--- src/hw/rtl/b64_pkg.sv ---
// Shared types and constants for the base64 codec.
package b64_pkg;

    localparam int B64_QUEUE_DEPTH = 2;

    localparam logic B64_MODE_ENCODE = 1'b0;
    localparam logic B64_MODE_DECODE = 1'b1;

    // One group handed from the front to the back.
    typedef struct packed {
        logic        dec;    // 1: three data bytes, 0: four characters
        logic [1:0]  cnt;    // encode: bytes held in the group, 1 to 3
        logic [23:0] bits;   // group, left aligned, zero filled
    } t_job;

endpackage

--- src/hw/rtl/b64_ifs.sv ---
// Stream interfaces for the codec input and result channels.
interface b64_in_if;
    logic       valid;
    logic       ready;
    logic [7:0] in_byte;
    logic       in_last;

    modport source (output valid, output in_byte, output in_last, input ready);
    modport sink   (input valid, input in_byte, input in_last, output ready);
endinterface

interface b64_out_if;
    logic       valid;
    logic       ready;
    logic [7:0] out_byte;
    logic       out_last;

    modport source (output valid, output out_byte, output out_last, input ready);
    modport sink   (input valid, input out_byte, input out_last, output ready);
endinterface

--- src/hw/rtl/b64_front.sv ---
// Front end: takes input beats, gathers groups and issues jobs to the queue.
module b64_front (
    input  logic                 i_clk,
    input  logic                 i_rst_n,
    input  logic                 i_cfg_we,
    input  logic                 i_cfg_wdata,
    input  logic                 i_valid,
    output logic                 o_ready,
    input  logic [7:0]           i_byte,
    input  logic                 i_last,
    input  logic                 i_q_full,
    output logic                 o_push,
    output b64_pkg::t_job        o_job
);
    import b64_pkg::*;

    logic        r_mode;
    logic [23:0] r_bits;
    logic [1:0]  r_count;
    logic [23:0] n_bits;
    logic [1:0]  n_count;

    logic [2:0]  cnt;
    logic [23:0] enc_bits;
    logic [23:0] dec_bits;
    logic [5:0]  sextet;
    logic        emit;
    logic        accept;

    function automatic logic [5:0] sextet_of(input logic [7:0] c);
        logic [5:0] v;
        v = 6'd0;
        if (c == 8'h2b) begin
            v = 6'd62;
        end else if (c == 8'h2f) begin
            v = 6'd63;
        end else if (c >= 8'h30 && c <= 8'h39) begin
            v = 6'(c - 8'h30 + 8'd52);
        end else if (c >= 8'h41 && c <= 8'h5a) begin
            v = 6'(c - 8'h41);
        end else if (c >= 8'h61 && c <= 8'h7a) begin
            v = 6'(c - 8'h61 + 8'd26);
        end
        return v;
    endfunction

    always_comb begin
        cnt      = {1'b0, r_count} + 3'd1;
        sextet   = sextet_of(i_byte);
        enc_bits = {r_bits[15:0], i_byte};
        dec_bits = {r_bits[17:0], sextet};
        o_job.dec = r_mode;
        o_job.cnt = cnt[1:0];
        if (r_mode == B64_MODE_ENCODE) begin
            emit = (cnt == 3'd3) || i_last;
            case (cnt)
                3'd1:    o_job.bits = {enc_bits[7:0], 16'h0000};
                3'd2:    o_job.bits = {enc_bits[15:0], 8'h00};
                default: o_job.bits = enc_bits;
            endcase
        end else begin
            emit       = (cnt == 3'd4);
            o_job.bits = dec_bits;
        end
    end

    // No job slot check per beat: hold off intake whenever the queue is full.
    assign o_ready = !i_q_full;
    assign accept  = i_valid && o_ready;
    assign o_push  = accept && emit;

    always_comb begin
        n_bits  = r_bits;
        n_count = r_count;
        if (accept) begin
            if (emit || i_last) begin
                n_bits  = 24'h000000;
                n_count = 2'd0;
            end else begin
                n_bits  = (r_mode == B64_MODE_ENCODE) ? enc_bits : dec_bits;
                n_count = cnt[1:0];
            end
        end
    end

    always_ff @(posedge i_clk) begin
        if (!i_rst_n) begin
            r_mode  <= B64_MODE_ENCODE;
            r_bits  <= 24'h000000;
            r_count <= 2'd0;
        end else if (i_cfg_we) begin
            r_mode  <= i_cfg_wdata;
            r_bits  <= 24'h000000;
            r_count <= 2'd0;
        end else begin
            r_bits  <= n_bits;
            r_count <= n_count;
        end
    end

endmodule

--- src/hw/rtl/b64_fifo.sv ---
// Short job queue between the front and the back.
module b64_fifo #(
    parameter int DEPTH = b64_pkg::B64_QUEUE_DEPTH
) (
    input  logic                 i_clk,
    input  logic                 i_rst_n,
    input  logic                 i_push,
    input  b64_pkg::t_job        i_job,
    input  logic                 i_pop,
    output logic                 o_full,
    output logic                 o_empty,
    output b64_pkg::t_job        o_job
);
    import b64_pkg::*;

    localparam int PW = $clog2(DEPTH);
    localparam int CW = $clog2(DEPTH + 1);

    t_job          r_mem [DEPTH];
    logic [PW-1:0] r_wr_ptr;
    logic [PW-1:0] r_rd_ptr;
    logic [CW-1:0] r_count;

    function automatic logic [PW-1:0] next_ptr(input logic [PW-1:0] p);
        return (p == PW'(DEPTH - 1)) ? '0 : p + PW'(1);
    endfunction

    assign o_full  = (r_count == CW'(DEPTH));
    assign o_empty = (r_count == '0);
    assign o_job   = r_mem[r_rd_ptr];

    always_ff @(posedge i_clk) begin
        if (i_push) begin
            r_mem[r_wr_ptr] <= i_job;
        end
    end

    always_ff @(posedge i_clk) begin
        if (!i_rst_n) begin
            r_wr_ptr <= '0;
            r_rd_ptr <= '0;
            r_count  <= '0;
        end else begin
            if (i_push) begin
                r_wr_ptr <= next_ptr(r_wr_ptr);
            end
            if (i_pop) begin
                r_rd_ptr <= next_ptr(r_rd_ptr);
            end
            if (i_push && !i_pop) begin
                r_count <= r_count + CW'(1);
            end else if (i_pop && !i_push) begin
                r_count <= r_count - CW'(1);
            end
        end
    end

endmodule

--- src/hw/rtl/b64_back.sv ---
// Back end: serializes each job into result beats through an output register.
module b64_back (
    input  logic                 i_clk,
    input  logic                 i_rst_n,
    input  logic                 i_q_empty,
    input  b64_pkg::t_job        i_q_job,
    output logic                 o_pop,
    output logic                 o_valid,
    input  logic                 i_ready,
    output logic [7:0]           o_byte,
    output logic                 o_last
);
    import b64_pkg::*;

    t_job       r_job;
    logic       r_busy;
    logic [1:0] r_k;
    logic       r_valid;
    logic [7:0] r_byte;
    logic       r_last;

    logic       out_free;
    logic       emit;
    logic       job_end;
    logic [5:0] idx;
    logic       pad;
    logic [7:0] beat_byte;

    function automatic logic [7:0] char_of(input logic [5:0] v);
        logic [7:0] c;
        if (v < 6'd26) begin
            c = 8'h41 + {2'b00, v};
        end else if (v < 6'd52) begin
            c = 8'h61 + {2'b00, v - 6'd26};
        end else if (v < 6'd62) begin
            c = 8'h30 + {2'b00, v - 6'd52};
        end else if (v == 6'd62) begin
            c = 8'h2b;
        end else begin
            c = 8'h2f;
        end
        return c;
    endfunction

    always_comb begin
        case (r_k)
            2'd0:    idx = r_job.bits[23:18];
            2'd1:    idx = r_job.bits[17:12];
            2'd2:    idx = r_job.bits[11:6];
            default: idx = r_job.bits[5:0];
        endcase
        pad = ((r_k == 2'd2) && (r_job.cnt < 2'd2)) ||
              ((r_k == 2'd3) && (r_job.cnt < 2'd3));
        if (r_job.dec) begin
            case (r_k)
                2'd0:    beat_byte = r_job.bits[23:16];
                2'd1:    beat_byte = r_job.bits[15:8];
                default: beat_byte = r_job.bits[7:0];
            endcase
            job_end = (r_k == 2'd2);
        end else begin
            beat_byte = pad ? 8'h3d : char_of(idx);
            job_end   = (r_k == 2'd3);
        end
    end

    assign out_free = !r_valid || i_ready;
    assign emit     = r_busy && out_free;
    // Next job loads straight behind the last beat, so jobs run without a gap.
    assign o_pop    = !i_q_empty && (!r_busy || (emit && job_end));

    always_ff @(posedge i_clk) begin
        if (o_pop) begin
            r_job <= i_q_job;
        end
        if (emit) begin
            r_byte <= beat_byte;
            r_last <= job_end;
        end
    end

    always_ff @(posedge i_clk) begin
        if (!i_rst_n) begin
            r_busy  <= 1'b0;
            r_k     <= 2'd0;
            r_valid <= 1'b0;
        end else begin
            if (emit) begin
                r_valid <= 1'b1;
            end else if (i_ready) begin
                r_valid <= 1'b0;
            end
            if (o_pop) begin
                r_busy <= 1'b1;
                r_k    <= 2'd0;
            end else if (emit) begin
                if (job_end) begin
                    r_busy <= 1'b0;
                    r_k    <= 2'd0;
                end else begin
                    r_k <= r_k + 2'd1;
                end
            end
        end
    end

    assign o_valid = r_valid;
    assign o_byte  = r_byte;
    assign o_last  = r_last;

endmodule

--- src/hw/rtl/base64_codec.sv ---
// Top level of the streaming base64 encoder/decoder.
//
// Input channel i_in: one beat per byte (encode) or character (decode),
// in_last marks the end of a string. Result channel o_out: one beat per
// output character or byte, out_last set on the final beat caused by an
// input beat. i_cfg_we/i_cfg_wdata write the mode bit (0 encode, 1 decode)
// and clear any partial group; write only while the block is idle.
// Encode: every third byte (or a last byte) yields four characters, with
// '=' padding for a short group. Decode: every fourth character yields
// three bytes; a short group at the end is dropped.
// A completing group is written into the job queue, loaded into the back
// end's job register, then registered into the output register. Throughput:
// the back end sends one beat per cycle while the receiver is ready, so encode
// sustains three input beats per four result beats and decode one per cycle;
// a last byte that closes a one-byte group still costs four result beats.
// That one-beat-per-cycle result port sets the figure. A job queue of QUEUE_DEPTH
// groups lets intake continue while results drain; input ready drops only when
// the queue is full, which a stalled receiver or a long encode run causes.
// After reset: encode mode, no partial group, queue and output empty.
module base64_codec #(
    parameter int QUEUE_DEPTH = b64_pkg::B64_QUEUE_DEPTH
) (
    input  logic      i_clk,
    input  logic      i_rst_n,
    input  logic      i_cfg_we,
    input  logic      i_cfg_wdata,
    b64_in_if.sink    i_in,
    b64_out_if.source o_out
);
    import b64_pkg::*;

    t_job q_in_job;
    t_job q_out_job;
    logic q_push;
    logic q_pop;
    logic q_full;
    logic q_empty;

    b64_front u_front (
        .i_clk       (i_clk),
        .i_rst_n     (i_rst_n),
        .i_cfg_we    (i_cfg_we),
        .i_cfg_wdata (i_cfg_wdata),
        .i_valid     (i_in.valid),
        .o_ready     (i_in.ready),
        .i_byte      (i_in.in_byte),
        .i_last      (i_in.in_last),
        .i_q_full    (q_full),
        .o_push      (q_push),
        .o_job       (q_in_job)
    );

    b64_fifo #(
        .DEPTH (QUEUE_DEPTH)
    ) u_fifo (
        .i_clk   (i_clk),
        .i_rst_n (i_rst_n),
        .i_push  (q_push),
        .i_job   (q_in_job),
        .i_pop   (q_pop),
        .o_full  (q_full),
        .o_empty (q_empty),
        .o_job   (q_out_job)
    );

    b64_back u_back (
        .i_clk     (i_clk),
        .i_rst_n   (i_rst_n),
        .i_q_empty (q_empty),
        .i_q_job   (q_out_job),
        .o_pop     (q_pop),
        .o_valid   (o_out.valid),
        .i_ready   (o_out.ready),
        .o_byte    (o_out.out_byte),
        .o_last    (o_out.out_last)
    );

endmodule

--- src/flat_wrapper.sv ---
// flat-port wrapper written by rule: the top's interface ports become plain ports
module base64_codec_flat import b64_pkg::*;
#(
    parameter int QUEUE_DEPTH = b64_pkg::B64_QUEUE_DEPTH
)
  (i_clk, i_rst_n, i_cfg_we, i_cfg_wdata, i_in_valid, i_in_in_byte, i_in_in_last, i_in_ready, o_out_valid, o_out_out_byte, o_out_out_last, o_out_ready);
  b64_in_if i_in_i ();
  b64_out_if o_out_i ();
  input  logic i_clk;
  input  logic i_rst_n;
  input  logic i_cfg_we;
  input  logic i_cfg_wdata;
  input wire logic [$bits(i_in_i.valid)-1:0] i_in_valid;
  input wire logic [$bits(i_in_i.in_byte)-1:0] i_in_in_byte;
  input wire logic [$bits(i_in_i.in_last)-1:0] i_in_in_last;
  output wire logic [$bits(i_in_i.ready)-1:0] i_in_ready;
  output wire logic [$bits(o_out_i.valid)-1:0] o_out_valid;
  output wire logic [$bits(o_out_i.out_byte)-1:0] o_out_out_byte;
  output wire logic [$bits(o_out_i.out_last)-1:0] o_out_out_last;
  input wire logic [$bits(o_out_i.ready)-1:0] o_out_ready;
  assign i_in_i.valid = i_in_valid;
  assign i_in_i.in_byte = i_in_in_byte;
  assign i_in_i.in_last = i_in_in_last;
  assign i_in_ready = i_in_i.ready;
  assign o_out_valid = o_out_i.valid;
  assign o_out_out_byte = o_out_i.out_byte;
  assign o_out_out_last = o_out_i.out_last;
  assign o_out_i.ready = o_out_ready;
  base64_codec #(.QUEUE_DEPTH(QUEUE_DEPTH)) u_core (.i_clk(i_clk), .i_rst_n(i_rst_n), .i_cfg_we(i_cfg_we), .i_cfg_wdata(i_cfg_wdata), .i_in(i_in_i), .o_out(o_out_i));
endmodule
--- config.mk ---
export PLATFORM = sky130hd
export DESIGN_NAME = base64_codec_flat
export DESIGN_NICKNAME = d
export VERILOG_FILES = /design/src/hw/rtl/b64_pkg.sv /design/src/hw/rtl/b64_ifs.sv /design/src/hw/rtl/b64_front.sv /design/src/hw/rtl/b64_fifo.sv /design/src/hw/rtl/b64_back.sv /design/src/hw/rtl/base64_codec.sv /design/src/flat_wrapper.sv
export SDC_FILE = /design/constraint.sdc
export NUM_CORES = 1
export LEC_CHECK = 0
export ABC_AREA = 1
export BUFFER_PORTS_ARGS = -buffer_cell sky130_fd_sc_hd__buf_2
export CORE_MARGIN = 1.5
export CORE_UTILIZATION = 25
export DETAILED_ROUTE_END_ITERATION = 8
export MAX_ROUTING_LAYER = met4
export PLACE_DENSITY = 0.43
export SLEW_MARGIN = 20
export SYNTH_ARGS = -nofsm -noshare
export SYNTH_HDL_FRONTEND = slang
export SYNTH_SLANG_ARGS = --single-unit
--- constraint.sdc ---
create_clock -name i_clk -period 7.36 [get_ports i_clk]
set_input_delay 0.736 -clock i_clk [delete_from_list [all_inputs] [get_ports i_clk]]
set_output_delay 0.736 -clock i_clk [all_outputs]
set_load 0.1 [all_outputs]
# == Yosys cells after proc, flatten, opt, wreduce, memory -nomap -nowiden ==
# Memories as Yosys holds them, arrays and structs flattened. A register that Yosys moved wholly into a read port is not among the register bits.
# Index checks and enable logic that the tools add are counted.
# word_totals
output_inout_bits,11
ff_bits,38
elab_cells,115
memories,1
ramBits,54
# op_classes
n_reduce_logical,32
addsub,16
magnitude_cmp,11
muxes,32
eq_ne,11
n_bitwise,1
# memory_table
memory,words,width,rd,rd_ports_with_merged_regs,wr,line_no,text
u_core.u_fifo.r_mem,2,27,1,1,1,b64_fifo.sv:19,t_job r_mem [DEPTH];
# op_table
op,count
$pmux 24 s2,1
$mux 18,2
$mux 8,4
$mux 6,5
$mux 24,1
$pmux 6 s3,1
$sub 6x6->6 const B,3
$add 7x6->8 const A,2
$eq 8x6->1 const B,2
$ge 8x7->1 const B,2
$le 8x7->1 const B,2
$pmux 8 s2,1
$logic_and 1x1->1,12
$lt 6x6->1 const B,2
$mux 1,11
$ge 8x6->1 const B,1
$le 8x6->1 const B,1
$mux 2,4
$reduce_bool 2->1,4
$add 6x6->7 const A,1
$mux 7,1
$add 6x5->6 const B,1
$add 6x6->6 const B,1
$eq 2x2->1 const B,3
other kinds (20),35

# == Longest topological paths before layout ==
# logic_depth
depth_word,9
depth_mapped,17
ltp_nobuf,16

# == Hierarchy ==
# From an unflattened synthesis, not the netlist that was laid out.
# hier_totals
hier_cells,728
area_unflattened_um2,6696.4
# modules_own_cells
mod,instances,cells_each,area_each_um2,seq_area_each_um2
b64_back,1,241,2293.4,1161.1
b64_fifo,1,119,2279.7,1721.7
b64_front,1,368,2123.3,420.4

# == Worst setup path before layout ==
# Ideal clock, no wire load.
# synth_timing
path_kind,register -> register
start,register u_core.u_fifo.r_count[0]
end,memory u_core.u_fifo.r_mem[1][0] in the netlist's numbering (enable)
path_slack_ps,4226
arrival_time_ps,2722
path_buffers,0
synth_period_minus_slack_ps,3134
t_required_ps,6948
setup_time_ps,412
path_stages_with_launch,7
path_cell_list,dfxtp_1 -> inv_1 -> nand2_1 -> nand2_1 -> nor2_1 -> inv_1 -> nor2_1
# synth_via
elab_chain_cells,6
# synth_lines
item,line_no,text
start: declaration,b64_fifo.sv:22,logic [CW-1:0] r_count;
start signal: assignment,b64_fifo.sv:51,r_count <= r_count + CW'(1);
start signal: assignment,b64_fifo.sv:53,r_count <= r_count - CW'(1);
$eq 2x2->1,b64_fifo.sv:28,assign o_full = (r_count == CW'(DEPTH));
$logic_not 1->1,b64_front.sv:68,assign o_ready = !i_q_full;
net i_in_ready,flat_wrapper.sv:16,output wire logic [$bits(i_in_i.ready)-1:0] i_in_ready;
$logic_and 1x1->1,b64_front.sv:69,assign accept = i_valid && o_ready;
$logic_and 1x1->1,b64_front.sv:70,assign o_push = accept && emit;
net u_core.q_push,base64_codec.sv:34,logic q_push;
$mux 1,b64_fifo.sv:33,if (i_push) begin
$mux 1 (implied by the code),b64_fifo.sv:34,r_mem[r_wr_ptr] <= i_job;
end: declaration,b64_fifo.sv:19,
# The timed path passes the listed nets, and every way through them passes these cells.

# == Worst setup path in the final report ==
# layout_timing
start,register u_core.u_front.r_mode
end,memory u_core.u_fifo.r_mem[1][5] in the netlist's numbering (enable)
# layout_via
elab_chain_cells,4
# layout_lines
item,line_no,text
start: declaration,b64_front.sv:17,logic r_mode;
start signal: assignment,b64_front.sv:92,r_mode <= i_cfg_wdata;
$mux 1,b64_front.sv:54,if (r_mode == B64_MODE_ENCODE) begin
$logic_and 1x1->1,b64_front.sv:70,
net u_core.q_push,base64_codec.sv:34,
$mux 1,b64_fifo.sv:33,
$mux 1 (implied by the code),b64_fifo.sv:34,
# The timed path passes the listed nets, and every way through them passes these cells.

==> flow_summary.json <==
{
  "ys_warn_count": 0,
  "syn_inst": 740,
  "coreArea_sq_um": 25000,
  "report.power.total_uw": 3070,
  "grtUsageTotal_pct": 12.9,
  "numCtsBuffers": 17,
  "hold_buffers": 0,
  "cts_resized": 0,
  "grtUsageMet1_pct": 15.4,
  "cp_cell_sequence": "buf_4 > inv_1 > buf_4 > o21ai_0 > inv_1 > nor2_1 > inv_1 > nor2_2 > buf_4",
  "n_fill_cell": 2678,
  "root_buffer": "clkbuf_16",
  "cts_tree": "built",
  "power.density_nw_per_um2": 410,
  "h-tree-depth": 4,
  "p_comb_share_pct": 38.6,
  "grt_pass1_vias": 4845,
  "synth_area_per_cell_sq_um": 8.57,
  "path_class": "register to register",
  "final-hold-violation-count": 0,
  "ys.flop_type": "edfxtp_1",
  "placed_area_sq_um": 6840,
  "internal_power_uw": 1830,
  "rsz0062_at_grt": "no",
  "grt_first_pass_wirelength_mm": 25.4,
  "fmax_mhz": 348,
  "critical_path_buf_inv_count": 6,
  "drv_cap": 0,
  "min-delay-start": "u_core.u_front.r_bits[16]$_SDFFE_PP0P_",
  "power_switching_uw": 1230,
  "cts_max_path_buffers": 2,
  "die_x_um": 162,
  "crit_required_ns": 7.47,
  "critical_path_arrival_ns": 2.99,
  "area_delta_synth_final_pct": 18.2,
  "layout.nets": 809,
  "gr-total-overflow": 0,
  "grt_max_degree": 42,
  "crit_family": "buffers and inverters",
  "detail_route.vias_per_cell": 4.37,
  "ios": 26,
  "holdCritPathClass": "register to register",
  "hpwl_mm": 11.1,
  "numClockSinks": 119,
  "cts_setup_buffers": 0,
  "outcome": "complete, no violations",
  "synth-seq-cells": 119,
  "tightest_slew_ns": 0.858,
  "drive_gt1_share_pct": 12.2,
  "synth_top_area_share_pct": 42.6,
  "synth_edf_count": 90,
  "seq_power_share_pct": 31.7,
  "fin_skew_ns": 0.0166,
  "slew_violations": 0,
  "async_flop_share_pct": 0,
  "p_leak_uw": 0.00299,
  "port_buffers": 25,
  "fin_crit_ns": 2.88,
  "finalSetupTns_ns": 0,
  "peakVddDrop_v": 0.000236,
  "worstReg2RegStart": "u_core.u_front.r_mode$_SDFFE_PN0P_",
  "synth.largest_area_cell": "edfxtp_1",
  "antenna_cells": 0,
  "final_area_sq_um": 7490,
  "wl_per_cell_um": 13.7,
  "crit_start": "u_core.u_front.r_mode$_SDFFE_PN0P_",
  "place.gp.congestion": 0.848,
  "grt_use_met3_pct": 3.32,
  "setup.worst_path.end_class": "register",
  "critPathMaxStageDelay_ns": 0.58,
  "vias": 4859,
  "clkTransAtPathRegs_ns": 0.06,
  "multi_input_area_sq_um": 2680,
  "antenna_left": 0,
  "swShare_pct": 40.2,
  "dp_cells": 1079,
  "setup_viol": 0,
  "dieHeight_um": 162,
  "instances_no_fill": 1111,
  "utilization_pct": 29.9,
  "synth_nets": 781,
  "crit_slowest_cell": "nor2_2",
  "cp_max_fo": 41,
  "slew_headroom_pct": 42.5,
  "met2_usage_pct": 21.2,
  "synth_area_sq_um": 6340,
  "clock_latency_ns": 0.42,
  "drtIter0Drc": 284,
  "finalCritPeriodShare_pct": 39.1,
  "synth.yosys.seq_area_share_pct": 51.8,
  "routed_wl_mm": 15.3,
  "drtPass1Iterations": 5,
  "clkPwrFrac_pct": 29.8,
  "die_area_sq_um": 26300,
  "critPathLaunchType": "register",
  "antenna_found_initial": 0,
  "synthTopCellsByArea": "edfxtp_1, nand2_1, dfxtp_1",
  "route.detailed.drc": 0,
  "num_rows": 58,
  "gr-max-usage-layer": "met2",
  "seqCellArea_sq_um": 3280,
  "ys_types": 36,
  "initial_utilization_pct": 25.3
}
final timing paths:
path,slack [ns],cells past startpoint,end
worst max-delay path,4.48,9,u_core.u_fifo.r_mem[1][5]$_DFFE_PP_
worst min-delay path,0.47,2,u_core.u_front.r_bits[16]$_SDFFE_PP0P_
worst max register to register,4.48,9,u_core.u_fifo.r_mem[1][5]$_DFFE_PP_
worst min register to register,0.47,2,u_core.u_front.r_bits[16]$_SDFFE_PP0P_
kinds of logic (layout without fill, tap and decap cells):
kind of cell,Yosys count,after routing,share of synthesized area [%]
AOI/OAI and AO/OA,140,140,12.8
xor gates and xnor gates,14,14,1.93
DFF,119,119,51.8
and+or+nand+nor,344,344,22.4
adders and majority gates,26,26,5.13
buffers and inverters,97,138,5.94
stage by stage:
stage          hold slack, ns  setup slack (ns)
2_1_floorplan           0.445              4.23
3_3_place_gp            0.460              4.21
3_5_place_dp            0.461              4.17
4_1_cts                 0.471              4.41
5_1_grt                 0.500              4.11
6_report                0.468              4.48
synthesized netlist by cell type, types with 8 or more instances:
cell type  number
nand2_1       229
edfxtp_1       90
inv_1          63
a21oi_1        58
nor2_1         47
nand3_1        45
o21ai_0        40
dfxtp_1        29
ha_1           26
clkbuf_1       17
xor2_1         14
o22ai_1         9
nand2_2         8
sequential cells by signal, summed over array words and instances, names as in the netlist, 2 cells and up:
signal / flops
u_core.u_back.o_byte: 8
u_core.u_back.r_job: 27
u_core.u_back.r_k: 2
u_core.u_fifo.r_count: 2
u_core.u_fifo.r_mem: 54
u_core.u_front.r_bits: 18
u_core.u_front.r_count: 2
layer usage:
metal / routed length, um / part of all wire, % / vias to the layer above
li1: - / - / 2536
met2: 7360 / 48 / 84
met5: 0 / 0 / -
met3: 484 / 3.2 / 12
met4: 167 / 1.1 / 0
met1: 7250 / 48 / 2227
area by class of cell:
type                    count  area share [%]
multi-input cells         524            35.8
well taps                 330            5.51
clock inverters            14            2.96
repair buffers             32            2.37
clock buffers              18            5.73
inverters                  74            3.77
flip-flops and latches    119            43.8
worst min-delay path, stage by stage (launching register included):
cell and delay (ns):
dfxtp_1 0.31, nand2_1 0.06, a21oi_1 0.05
power groups by stage:
stage	combinational [uW]	clock [uW]	sequential (uW)
finish	1180	913	972
detailed placement	1190	0	986
CTS	1200	938	973
global placement	1200	0	985
global route	1330	967	987
floorplan	751	0	1160
layout by cell type, fill, tap and decap left out, types with 2 or more instances in the layout:
cell / instances
buf_4: 7
a22oi_1: 4
a21oi_1: 58
ha_1: 26
o21ai_2: 3
inv_4: 2
bufinv_16: 5
nor2_1: 45
buf_2: 25
nand2_1: 229
dfxtp_1: 29
nand2_2: 8
nor2_2: 6
inv_2: 4
nand4_1: 5
clkinvlp_4: 3
clkinv_1: 5
a31oi_1: 2
clkinv_4: 2
inv_6: 3
nand3_1: 45
o22ai_1: 9
xor2_1: 14
a21oi_2: 3
o21ai_0: 40
clkbuf_16: 17
o21ai_1: 7
o211ai_1: 3
inv_1: 63
edfxtp_1: 90
nor3_1: 3
a221oi_1: 3
o31ai_1: 5
Power figures use the tool's default switching activity.
